File: src/design/dbdf_pkg.sv
// shared types, widths and register codes for the detection box decode filter
`default_nettype none

package dbdf_pkg;

   localparam int MAX_CLASSES     = 80;
   localparam int VALUE_W         = 16;
   localparam int COL_W           = 7;
   localparam int CLASS_W         = 7;
   localparam int COORD_W         = 22;
   localparam int COUNT_W         = 17;
   localparam int SCORE_W         = 16;
   localparam int SCALE_SHIFT     = 13;
   // 2*center +/- size needs 18 magnitude bits plus sign
   localparam int DIFF_W          = VALUE_W + 3;
   localparam int PROD_W          = DIFF_W + VALUE_W + 1;

   localparam int BOX_COLS        = 4;
   localparam int OBJ_COL         = 4;
   localparam int FIRST_CLASS_COL = 5;

   localparam int ROWQ_DEPTH      = 4;
   localparam int ROWQ_PTR_W      = $clog2(ROWQ_DEPTH);
   localparam int ROWQ_CNT_W      = $clog2(ROWQ_DEPTH + 1);
   localparam int RSPQ_DEPTH      = 2;
   localparam int RSPQ_PTR_W      = $clog2(RSPQ_DEPTH);
   localparam int RSPQ_CNT_W      = $clog2(RSPQ_DEPTH + 1);

   // register indexes
   localparam int CSR_IDX_W = 3;
   localparam logic [CSR_IDX_W-1:0] CSR_SCORE_MIN   = 3'd0;
   localparam logic [CSR_IDX_W-1:0] CSR_CLASS_COUNT = 3'd1;
   localparam logic [CSR_IDX_W-1:0] CSR_SCALE_X     = 3'd2;
   localparam logic [CSR_IDX_W-1:0] CSR_SCALE_Y     = 3'd3;
   localparam logic [CSR_IDX_W-1:0] CSR_MAX_BOXES   = 3'd4;

   localparam logic [15:0]      RST_SCORE_MIN   = 16'd16384;
   localparam logic [COL_W-1:0] RST_CLASS_COUNT = 7'd80;
   localparam logic [15:0]      RST_SCALE       = 16'd4096;
   localparam logic [15:0]      RST_MAX_BOXES   = 16'd30000;

   typedef struct packed {
      logic [SCORE_W-1:0] score_min;
      logic [COL_W-1:0]   class_count;
      logic [15:0]        scale_x;
      logic [15:0]        scale_y;
      logic [15:0]        max_boxes;
   } cfg_type;

   // one finished row handed from front to back
   typedef struct packed {
      logic               clear;
      logic [VALUE_W-1:0] cx;
      logic [VALUE_W-1:0] cy;
      logic [VALUE_W-1:0] w;
      logic [VALUE_W-1:0] h;
      logic [SCORE_W-1:0] obj;
      logic [SCORE_W-1:0] best;
      logic [CLASS_W-1:0] best_class;
   } row_word_type;

   typedef struct packed {
      logic signed [COORD_W-1:0] x1;
      logic signed [COORD_W-1:0] y1;
      logic signed [COORD_W-1:0] x2;
      logic signed [COORD_W-1:0] y2;
      logic [SCORE_W-1:0]        score;
      logic [CLASS_W-1:0]        class_label;
   } rsp_word_type;

endpackage

`default_nettype wire

File: src/design/dbdf_front.sv
// row front end: column tracking, box field capture and running class maximum
`default_nettype none

module dbdf_front
   import dbdf_pkg::*;
(
   input  wire logic               clock,
   input  wire logic               reset,
   input  wire cfg_type            cfg,
   input  wire logic               in_accept,
   input  wire logic [VALUE_W-1:0] in_value,
   input  wire logic               in_new_image,
   output logic                    row_valid,
   output row_word_type            row_word
);

   logic [COL_W-1:0]   column_ff, column_in;
   logic [VALUE_W-1:0] cx_ff, cx_in, cy_ff, cy_in, w_ff, w_in, h_ff, h_in;
   logic [SCORE_W-1:0] obj_ff, obj_in, best_ff, best_in;
   logic [CLASS_W-1:0] best_class_ff, best_class_in;
   logic               clear_pend_ff, clear_pend_in;
   logic [COL_W-1:0]   nc, last, col;
   logic               row_end;

   always_comb begin
      if (cfg.class_count == '0) begin
         nc = COL_W'(1);
      end else if (cfg.class_count > COL_W'(MAX_CLASSES)) begin
         nc = COL_W'(MAX_CLASSES);
      end else begin
         nc = cfg.class_count;
      end
      last = COL_W'(OBJ_COL) + nc;
   end

   always_comb begin
      col           = in_new_image ? '0 : column_ff;
      row_end       = (col >= last);
      cx_in         = cx_ff;
      cy_in         = cy_ff;
      w_in          = w_ff;
      h_in          = h_ff;
      obj_in        = obj_ff;
      best_in       = best_ff;
      best_class_in = best_class_ff;
      if (col < COL_W'(BOX_COLS)) begin
         case (col[1:0])
            2'd0:    cx_in = in_value;
            2'd1:    cy_in = in_value;
            2'd2:    w_in  = in_value;
            2'd3:    h_in  = in_value;
            default: cx_in = in_value;
         endcase
      end else if (col == COL_W'(OBJ_COL)) begin
         obj_in = in_value;
      end else if (col == COL_W'(FIRST_CLASS_COL)) begin
         best_in       = in_value;
         best_class_in = '0;
      end else if (in_value > best_ff) begin
         best_in       = in_value;
         best_class_in = CLASS_W'(col - COL_W'(FIRST_CLASS_COL));
      end
      column_in     = row_end ? '0 : col + COL_W'(1);
      clear_pend_in = row_end ? 1'b0 : (clear_pend_ff | in_new_image);
   end

   always_ff @(posedge clock) begin
      if (reset) begin
         column_ff     <= '0;
         clear_pend_ff <= 1'b0;
      end else if (in_accept) begin
         column_ff     <= column_in;
         clear_pend_ff <= clear_pend_in;
      end
   end

   always_ff @(posedge clock) begin
      if (in_accept) begin
         cx_ff         <= cx_in;
         cy_ff         <= cy_in;
         w_ff          <= w_in;
         h_ff          <= h_in;
         obj_ff        <= obj_in;
         best_ff       <= best_in;
         best_class_ff <= best_class_in;
      end
   end

   assign row_valid           = in_accept & row_end;
   assign row_word.clear      = clear_pend_ff | in_new_image;
   assign row_word.cx         = cx_in;
   assign row_word.cy         = cy_in;
   assign row_word.w          = w_in;
   assign row_word.h          = h_in;
   assign row_word.obj        = obj_in;
   assign row_word.best       = best_in;
   assign row_word.best_class = best_class_in;

endmodule

`default_nettype wire

File: src/design/dbdf_row_queue.sv
// small queue of finished rows between front and back
`default_nettype none

module dbdf_row_queue
   import dbdf_pkg::*;
(
   input  wire logic   clock,
   input  wire logic   reset,
   input  wire logic   push,
   input  wire row_word_type wdata,
   output logic        full,
   input  wire logic   pop,
   output row_word_type rdata,
   output logic        empty
);

   row_word_type          mem [ROWQ_DEPTH];
   logic [ROWQ_PTR_W-1:0] wr_ptr_ff, rd_ptr_ff;
   logic [ROWQ_CNT_W-1:0] count_ff, count_in;
   logic                  do_push, do_pop;

   assign full    = (count_ff == ROWQ_CNT_W'(ROWQ_DEPTH));
   assign empty   = (count_ff == '0);
   assign do_push = push & ~full;
   assign do_pop  = pop & ~empty;
   assign rdata   = mem[rd_ptr_ff];

   always_comb begin
      count_in = count_ff;
      if (do_push & ~do_pop) begin
         count_in = count_ff + ROWQ_CNT_W'(1);
      end else if (do_pop & ~do_push) begin
         count_in = count_ff - ROWQ_CNT_W'(1);
      end
   end

   always_ff @(posedge clock) begin
      if (reset) begin
         wr_ptr_ff <= '0;
         rd_ptr_ff <= '0;
         count_ff  <= '0;
      end else begin
         count_ff <= count_in;
         if (do_push) begin
            wr_ptr_ff <= wr_ptr_ff + ROWQ_PTR_W'(1);
         end
         if (do_pop) begin
            rd_ptr_ff <= rd_ptr_ff + ROWQ_PTR_W'(1);
         end
      end
   end

   always_ff @(posedge clock) begin
      if (do_push) begin
         mem[wr_ptr_ff] <= wdata;
      end
   end

endmodule

`default_nettype wire

File: src/design/dbdf_back.sv
// back end: score, threshold and box limit, then corner scaling
`default_nettype none

module dbdf_back
   import dbdf_pkg::*;
(
   input  wire logic    clock,
   input  wire logic    reset,
   input  wire cfg_type cfg,
   input  wire logic    q_empty,
   input  wire row_word_type q_word,
   output logic         q_pop,
   input  wire logic    out_full,
   output logic         out_push,
   output rsp_word_type out_word
);

   logic                     en;
   logic [COUNT_W-1:0]       count_ff, count_in, count_base, count_inc;
   logic                     limit_ff, limit_in, limit_base;
   logic [2*SCORE_W-1:0]     score_prod;
   logic [SCORE_W-1:0]       score;
   logic                     emit;
   logic signed [DIFF_W-1:0] twice_x, twice_y, size_w, size_h;

   logic                     s1_valid_ff, s1_valid_in;
   logic signed [DIFF_W-1:0] s1_dx1_ff, s1_dy1_ff, s1_dx2_ff, s1_dy2_ff;
   logic [SCORE_W-1:0]       s1_score_ff;
   logic [CLASS_W-1:0]       s1_class_ff;

   logic                     s2_valid_ff, s2_valid_in;
   logic signed [PROD_W-1:0] px1, py1, px2, py2;
   rsp_word_type             s2_word_ff;

   assign en    = ~(s2_valid_ff & out_full);
   assign q_pop = en & ~q_empty;

   // score and limit decision
   always_comb begin
      count_base = q_word.clear ? '0 : count_ff;
      limit_base = q_word.clear ? 1'b0 : limit_ff;
      score_prod = q_word.obj * q_word.best;
      score      = score_prod[2*SCORE_W-1:SCORE_W];
      emit       = (q_word.obj >= cfg.score_min) &&
                   (score >= cfg.score_min) && !limit_base;
      count_inc  = count_base + COUNT_W'(1);
      count_in   = emit ? count_inc : count_base;
      limit_in   = emit ? (count_inc > {1'b0, cfg.max_boxes}) : limit_base;
      twice_x    = $signed({2'b00, q_word.cx, 1'b0});
      twice_y    = $signed({2'b00, q_word.cy, 1'b0});
      size_w     = $signed({3'b000, q_word.w});
      size_h     = $signed({3'b000, q_word.h});
   end

   always_ff @(posedge clock) begin
      if (reset) begin
         count_ff <= '0;
         limit_ff <= 1'b0;
      end else if (q_pop) begin
         count_ff <= count_in;
         limit_ff <= limit_in;
      end
   end

   assign s1_valid_in = en ? (q_pop & emit) : s1_valid_ff;
   assign s2_valid_in = en ? s1_valid_ff : s2_valid_ff;

   always_ff @(posedge clock) begin
      if (reset) begin
         s1_valid_ff <= 1'b0;
         s2_valid_ff <= 1'b0;
      end else begin
         s1_valid_ff <= s1_valid_in;
         s2_valid_ff <= s2_valid_in;
      end
   end

   always_ff @(posedge clock) begin
      if (en) begin
         s1_dx1_ff   <= twice_x - size_w;
         s1_dx2_ff   <= twice_x + size_w;
         s1_dy1_ff   <= twice_y - size_h;
         s1_dy2_ff   <= twice_y + size_h;
         s1_score_ff <= score;
         s1_class_ff <= q_word.best_class;
      end
   end

   // scale multiply, floor shift by taking the upper bits
   always_comb begin
      px1 = PROD_W'(s1_dx1_ff) * $signed({1'b0, cfg.scale_x});
      px2 = PROD_W'(s1_dx2_ff) * $signed({1'b0, cfg.scale_x});
      py1 = PROD_W'(s1_dy1_ff) * $signed({1'b0, cfg.scale_y});
      py2 = PROD_W'(s1_dy2_ff) * $signed({1'b0, cfg.scale_y});
   end

   always_ff @(posedge clock) begin
      if (en) begin
         s2_word_ff.x1          <= px1[SCALE_SHIFT+COORD_W-1:SCALE_SHIFT];
         s2_word_ff.y1          <= py1[SCALE_SHIFT+COORD_W-1:SCALE_SHIFT];
         s2_word_ff.x2          <= px2[SCALE_SHIFT+COORD_W-1:SCALE_SHIFT];
         s2_word_ff.y2          <= py2[SCALE_SHIFT+COORD_W-1:SCALE_SHIFT];
         s2_word_ff.score       <= s1_score_ff;
         s2_word_ff.class_label <= s1_class_ff;
      end
   end

   assign out_push = s2_valid_ff & ~out_full;
   assign out_word = s2_word_ff;

endmodule

`default_nettype wire

File: src/design/dbdf_rsp_queue.sv
// output queue holding finished boxes until popped
`default_nettype none

module dbdf_rsp_queue
   import dbdf_pkg::*;
(
   input  wire logic   clock,
   input  wire logic   reset,
   input  wire logic   push,
   input  wire rsp_word_type wdata,
   output logic        full,
   input  wire logic   pop,
   output rsp_word_type rdata,
   output logic        empty
);

   rsp_word_type          mem [RSPQ_DEPTH];
   logic [RSPQ_PTR_W-1:0] wr_ptr_ff, rd_ptr_ff;
   logic [RSPQ_CNT_W-1:0] count_ff, count_in;
   logic                  do_push, do_pop;

   assign full    = (count_ff == RSPQ_CNT_W'(RSPQ_DEPTH));
   assign empty   = (count_ff == '0);
   assign do_push = push & ~full;
   assign do_pop  = pop & ~empty;
   assign rdata   = mem[rd_ptr_ff];

   always_comb begin
      count_in = count_ff;
      if (do_push & ~do_pop) begin
         count_in = count_ff + RSPQ_CNT_W'(1);
      end else if (do_pop & ~do_push) begin
         count_in = count_ff - RSPQ_CNT_W'(1);
      end
   end

   always_ff @(posedge clock) begin
      if (reset) begin
         wr_ptr_ff <= '0;
         rd_ptr_ff <= '0;
         count_ff  <= '0;
      end else begin
         count_ff <= count_in;
         if (do_push) begin
            wr_ptr_ff <= wr_ptr_ff + RSPQ_PTR_W'(1);
         end
         if (do_pop) begin
            rd_ptr_ff <= rd_ptr_ff + RSPQ_PTR_W'(1);
         end
      end
   end

   always_ff @(posedge clock) begin
      if (do_push) begin
         mem[wr_ptr_ff] <= wdata;
      end
   end

endmodule

`default_nettype wire

File: src/design/detection_box_decode_filter_top.sv
// top level of the detection box decode filter: registers, front, queues and back
`default_nettype none

// detection box decode filter. takes detector output rows one 16-bit word per
// cycle (center x, center y, width, height in q12.4, object confidence, then
// one class score per class in q0.16) and pushes one corner box per row whose
// object confidence and combined score both meet the score threshold; once the
// per-image box count exceeds max_boxes no further box is emitted until
// req_new_image marks the first word of the next image.
// a word is taken every cycle: req_full rises only when the four-entry row
// queue between front and back is full, which needs the output side to stall.
// after the row's last word a box passes the row queue, score stage, scale multiply
// stage and result queue before rsp_empty falls. coordinates are signed q.4 pixels
// with floor rounding; registers are written through csr_we / csr_index /
// csr_wdata and must only change while the block is idle

module detection_box_decode_filter_top
   import dbdf_pkg::*;
(
   input  wire logic                      clock,
   input  wire logic                      reset,

   input  wire logic                      req_push,
   output logic                           req_full,
   input  wire logic [VALUE_W-1:0]        req_value,
   input  wire logic                      req_new_image,

   output logic                           rsp_empty,
   input  wire logic                      rsp_pop,
   output logic signed [COORD_W-1:0]      rsp_x1,
   output logic signed [COORD_W-1:0]      rsp_y1,
   output logic signed [COORD_W-1:0]      rsp_x2,
   output logic signed [COORD_W-1:0]      rsp_y2,
   output logic [SCORE_W-1:0]             rsp_score,
   output logic [CLASS_W-1:0]             rsp_class_label,

   input  wire logic                      csr_we,
   input  wire logic [CSR_IDX_W-1:0]      csr_index,
   input  wire logic [15:0]               csr_wdata
);

   cfg_type      cfg_ff;
   logic         in_accept;
   logic         row_valid;
   row_word_type row_word;
   logic         rowq_full, rowq_empty, rowq_pop;
   row_word_type rowq_word;
   logic         rspq_full, rspq_push;
   rsp_word_type back_word, rspq_word;

   // configuration registers, writes to unknown indexes are dropped
   always_ff @(posedge clock) begin
      if (reset) begin
         cfg_ff.score_min   <= RST_SCORE_MIN;
         cfg_ff.class_count <= RST_CLASS_COUNT;
         cfg_ff.scale_x     <= RST_SCALE;
         cfg_ff.scale_y     <= RST_SCALE;
         cfg_ff.max_boxes   <= RST_MAX_BOXES;
      end else if (csr_we) begin
         case (csr_index)
            CSR_SCORE_MIN:   cfg_ff.score_min   <= csr_wdata;
            CSR_CLASS_COUNT: cfg_ff.class_count <= csr_wdata[COL_W-1:0];
            CSR_SCALE_X:     cfg_ff.scale_x     <= csr_wdata;
            CSR_SCALE_Y:     cfg_ff.scale_y     <= csr_wdata;
            CSR_MAX_BOXES:   cfg_ff.max_boxes   <= csr_wdata;
            default:         cfg_ff             <= cfg_ff;
         endcase
      end
   end

   // input word taken whenever the row queue has room
   assign req_full  = rowq_full;
   assign in_accept = req_push & ~rowq_full;

   // front: column counter, field capture, running class max
   dbdf_front u_front (
      .clock        (clock),
      .reset        (reset),
      .cfg          (cfg_ff),
      .in_accept    (in_accept),
      .in_value     (req_value),
      .in_new_image (req_new_image),
      .row_valid    (row_valid),
      .row_word     (row_word)
   );

   // decouples row capture from the scoring pipeline
   dbdf_row_queue u_row_queue (
      .clock (clock),
      .reset (reset),
      .push  (row_valid),
      .wdata (row_word),
      .full  (rowq_full),
      .pop   (rowq_pop),
      .rdata (rowq_word),
      .empty (rowq_empty)
   );

   // back: score, threshold, box limit, corner scaling
   dbdf_back u_back (
      .clock    (clock),
      .reset    (reset),
      .cfg      (cfg_ff),
      .q_empty  (rowq_empty),
      .q_word   (rowq_word),
      .q_pop    (rowq_pop),
      .out_full (rspq_full),
      .out_push (rspq_push),
      .out_word (back_word)
   );

   // result queue toward the consumer
   dbdf_rsp_queue u_rsp_queue (
      .clock (clock),
      .reset (reset),
      .push  (rspq_push),
      .wdata (back_word),
      .full  (rspq_full),
      .pop   (rsp_pop),
      .rdata (rspq_word),
      .empty (rsp_empty)
   );

   assign rsp_x1          = rspq_word.x1;
   assign rsp_y1          = rspq_word.y1;
   assign rsp_x2          = rspq_word.x2;
   assign rsp_y2          = rspq_word.y2;
   assign rsp_score       = rspq_word.score;
   assign rsp_class_label = rspq_word.class_label;

endmodule

`default_nettype wire

File: config.mk
export PLATFORM = sky130hd
export DESIGN_NAME = detection_box_decode_filter_top
export DESIGN_NICKNAME = d
export VERILOG_FILES = /design/src/design/dbdf_pkg.sv /design/src/design/dbdf_front.sv /design/src/design/dbdf_row_queue.sv /design/src/design/dbdf_back.sv /design/src/design/dbdf_rsp_queue.sv /design/src/design/detection_box_decode_filter_top.sv
export SDC_FILE = /design/constraint.sdc
export NUM_CORES = 2
export LEC_CHECK = 0
export ABC_AREA = 0
export BUFFER_PORTS_ARGS = -buffer_cell sky130_fd_sc_hd__buf_2
export CORE_ASPECT_RATIO = 1.4
export CORE_UTILIZATION = 25
export CTS_BUF_LIST = sky130_fd_sc_hd__clkbuf_2 sky130_fd_sc_hd__clkbuf_4 sky130_fd_sc_hd__clkbuf_8
export CTS_CLUSTER_SIZE = 10
export DETAILED_ROUTE_END_ITERATION = 6
export HOLD_SLACK_MARGIN = 0.1
export SLEW_MARGIN = 5
export SYNTH_ARGS = -nofsm -noshare
export SYNTH_HDL_FRONTEND = slang
export SYNTH_SLANG_ARGS = --single-unit
File: constraint.sdc
create_clock -name clock -period 8.9 [get_ports clock]
set_input_delay 0 -clock clock [delete_from_list [all_inputs] [get_ports clock]]
set_output_delay 0 -clock clock [all_outputs]
set_load 0.01 [all_outputs]
==> out/metrics.csv <==
stage,metric,value,unit
yosys,synth-edff-count,939,
clocking,worstSkewPairLatency,940,ps
yosys,yosys.area.top_type,edfxtp_1,
yosys,synth.area.top_cells,"edfxtp_1 32%, fa_1 28%, ha_1 8.8%",
yosys,ys_types,83,
yosys,synth_commonest_cells,"1517 x inv_1, 1222 x fa_1, 988 x nand2_1",
timing,slew_headroom,24.1,%
worst_setup_path,crit_path_start_kind,flop,
timing,hold_slack,169,ps
timing,setup_viol,0,
yosys,synth_ff_type,edfxtp_1,
worst_setup_path,slowest_delay,560,ps
timing,timing.final.crit_share,96.7,%
worst_setup_path,r2r_cells,38,
worst_hold_path,min_path_cells,4,
timing,max_freq,116,MHz
timing,clock_skew,84.3,ps
route,via_per_inst,4.34,
worst_setup_path,crit_path_end_kind,flop,
worst_setup_path,r2r-end,u_back.count_ff[0]$_SDFFE_PP0P_,
worst_setup_path,worst-endpoint-required,9750,ps
yosys,async_flop_share,0,%
clocking,path_clk_slew,60,ps
floorplan,pin_count,154,
clocking,cts_tree,built,
layout,nets,9989,
clocking,clockBufferDepth,4,
yosys,netlist_instances,7797,
route,drtIter0Drc,3314,
yosys,ys_seq_elements,1052,
yosys,synth.most_common_cell,inv_1,
run,drv_cap,0,
worst_setup_path,worstSetupPathType,flop to flop,
floorplan,num_rows,258,
route,wl_per_cell,17.4,um
floorplan,die_w,506,um
floorplan,die-area,0.358,mm^2
layout,n_fill_cell,36500,
worst_hold_path,hold_class,input port to flop,
timing,drv_slew,0,
global_route,antenna_found_initial,32,
route,routed_wl,225,mm
worst_setup_path,worstPathMaxFanout,8,
timing,hold_violations,0,
placement,dp_hpwl,168,mm
yosys,synthesis.area,0.0889,mm^2
floorplan,initial_core_util,25.2,%
floorplan,chipHeight,708,um
global_route,grt.total_usage,12.6,%
route,ant_nets,0,
clocking,numCtsBuffers,179,
worst_setup_path,crit_top_cell,fa_1,
yosys,avgSynthCellArea,11.4,um^2
route,routed-via-count,56200,
worst_hold_path,min_from,csr_wdata[6],
worst_setup_path,slowest_stage,fa_1,
worst_setup_path,reg2reg_slack,300,ps
timing,fin_crit,8600,ps
yosys,ys_seq_area_share,34.3,%
worst_setup_path,worstPathArrival,9450,ps
yosys,synth_warnings,0,
route,drt_first_pass_iters,6,
global_route,grt_pass1_vias,61500,
timing,worst_pin_slew,1140,ps
layout,synthToLayoutAreaGrowth,13.4,%
global_route,grt_max_degree,132,
clocking,numClockSinks,1052,
status,status,"finished, final reports clean",
yosys,synth_top_cell_area_share,31.7,%
clocking,htreeDepth,4,
global_route,grt_pass1_wl,353,mm
global_route,gr-total-overflow,0,
layout,drive_gt1_share,11.6,%
worst_hold_path,holdPathEnd,cfg_ff[6]$_SDFFE_PP0P_,
floorplan,core,0.353,mm^2
placement,gp_congestion,0.896,
placement,portBuffers,151,
clocking,clockRootBuffer,clkbuf_8,
route,drc,0,
## sequential cells by signal (all words and copies together), names as in the netlist, 3 cells and up, named ones only
name / count
u_row_queue.mem: 416
u_rsp_queue.mem: 218
u_back.out_word: 109
cfg_ff: 71
u_back.s1_dx2_ff: 18
u_back.s1_dy2_ff: 18
u_back.count_ff: 17
u_back.s1_dx1_ff: 17
u_back.s1_dy1_ff: 17
u_back.s1_score_ff: 16
u_front.best_ff: 16
u_front.cx_ff: 16
u_front.cy_ff: 16
u_front.h_ff: 16
u_front.obj_ff: 16
u_front.w_ff: 16
u_back.s1_class_ff: 7
u_front.best_class_ff: 7
u_front.column_ff: 7
u_row_queue.count_ff: 3
## per-stage QoR
stage	cells	setup WS, ps	setup TNS [ps]	instance area [um^2]	util [%]
after floorplan	7798	56.1	0	88900	-
after global placement	12500	-148	-1320	95700	27.1
after detailed placement	12500	-224	-2410	95700	27.1
after CTS	12900	8.80	0	100000	28.4
after global routing	12900	-22.3	-105	101000	28.5
final	12900	295	0	101000	28.6
## placed cells by master, fill, tap and decap left out, types with 22 or more instances in the layout
cell and count:
clkinv_1 35, buf_4 176, ha_1 623, o21ai_1 33
nor2_1 199, and3_1 31, clkbuf_4 41, o21ai_0 67
o21bai_1 25, mux2_1 22, o21a_1 31, clkbuf_8 190
and2_1 552, buf_2 150, nand4_1 22, a21o_1 55
dfxtp_1 107, dlygate4sd3_1 94, nand2_1 987, xor2_1 59
nor3_1 35, fa_1 1219, edfxtp_1 939, nor2b_1 39
a21oi_1 205, o211ai_1 22, mux4_2 95, nand3_1 46
xnor2_1 131, nand2b_1 28, mux2_2 188, inv_1 1513
## critical path, delay by kind of cell (launching register included)
kind                     cells  cell delay, ps
multiplexers                 1             340
flip-flops                   1             420
AO/OA/AOI/OAI               13            2430
buffers and inverters       10            1260
AND/OR/NAND/NOR              5             570
XOR/XNOR                     1             240
adder cells (fa/ha/maj)      8            3260
## how the worst max path moves through the flow
stage	start	end	slack (ps)	depth (start not counted)
after global routing	flop	u_back.count_ff[0]$_SDFFE_PP0P_	-20	38
after global placement	flop	u_back.count_ff[16]$_SDFFE_PP0P_	-150	37
after detailed placement	flop	u_back.count_ff[16]$_SDFFE_PP0P_	-220	37
after CTS	flop	u_back.count_ff[7]$_SDFFE_PP0P_	9	38
after floorplan	flop	u_back.limit_ff$_SDFFE_PP0P_	60	40
final	flop	u_back.count_ff[0]$_SDFFE_PP0P_	300	38
## metal layers
layer	wire, um	global-route usage, %	part of all wire, %	vias to the layer above
met3	10800	1.61	4.8	425
met1	90600	15.0	40	28900
li1	-	-	-	25400
met2	115000	23.1	51	1367
met5	69	0	0.031	-
met4	8550	4.69	3.8	10
## layout make-up
cell class                      instances  area [um^2]  share of cell area (%)
Multi-Input combinational cell       4909        51700                    51.3
Clock buffer                          231         2920                    2.90
Inverter                             1520         5720                    5.67
Clock inverter                         80          752                   0.746
Sequential cell                      1052        30500                    30.2
Timing Repair Buffer                  440         3370                    3.34
Tap cell                             4680         5860                    5.81
Antenna cell                           18         45.0                  0.0447
## logic make-up after synthesis
logic type	after synthesis	share of synthesized area, %
AOI/OAI and AO/OA	549	3.87
xor gates and xnor gates	190	1.87
adders and majority gates	1846	36.3
buffers and inverters	1839	7.80
DFF	1052	34.3
muxes	323	5.25
other	1	0.00422
and+or+nand+nor	1997	10.6
## what timing repair did
item | CTS | global route
setup endpoints to repair | 17 | 19
buffers inserted | 6 | 24
hold buffers | 94 | 0
endpoints found under the hold margin | 626 | 0
pin swaps | 0 | 17
gates cloned | 0 | 5
gates resized for setup | 4 | 39
Power is not shown: default switching activity piles up to over one toggle a cycle in this logic, so the estimate is an artifact.
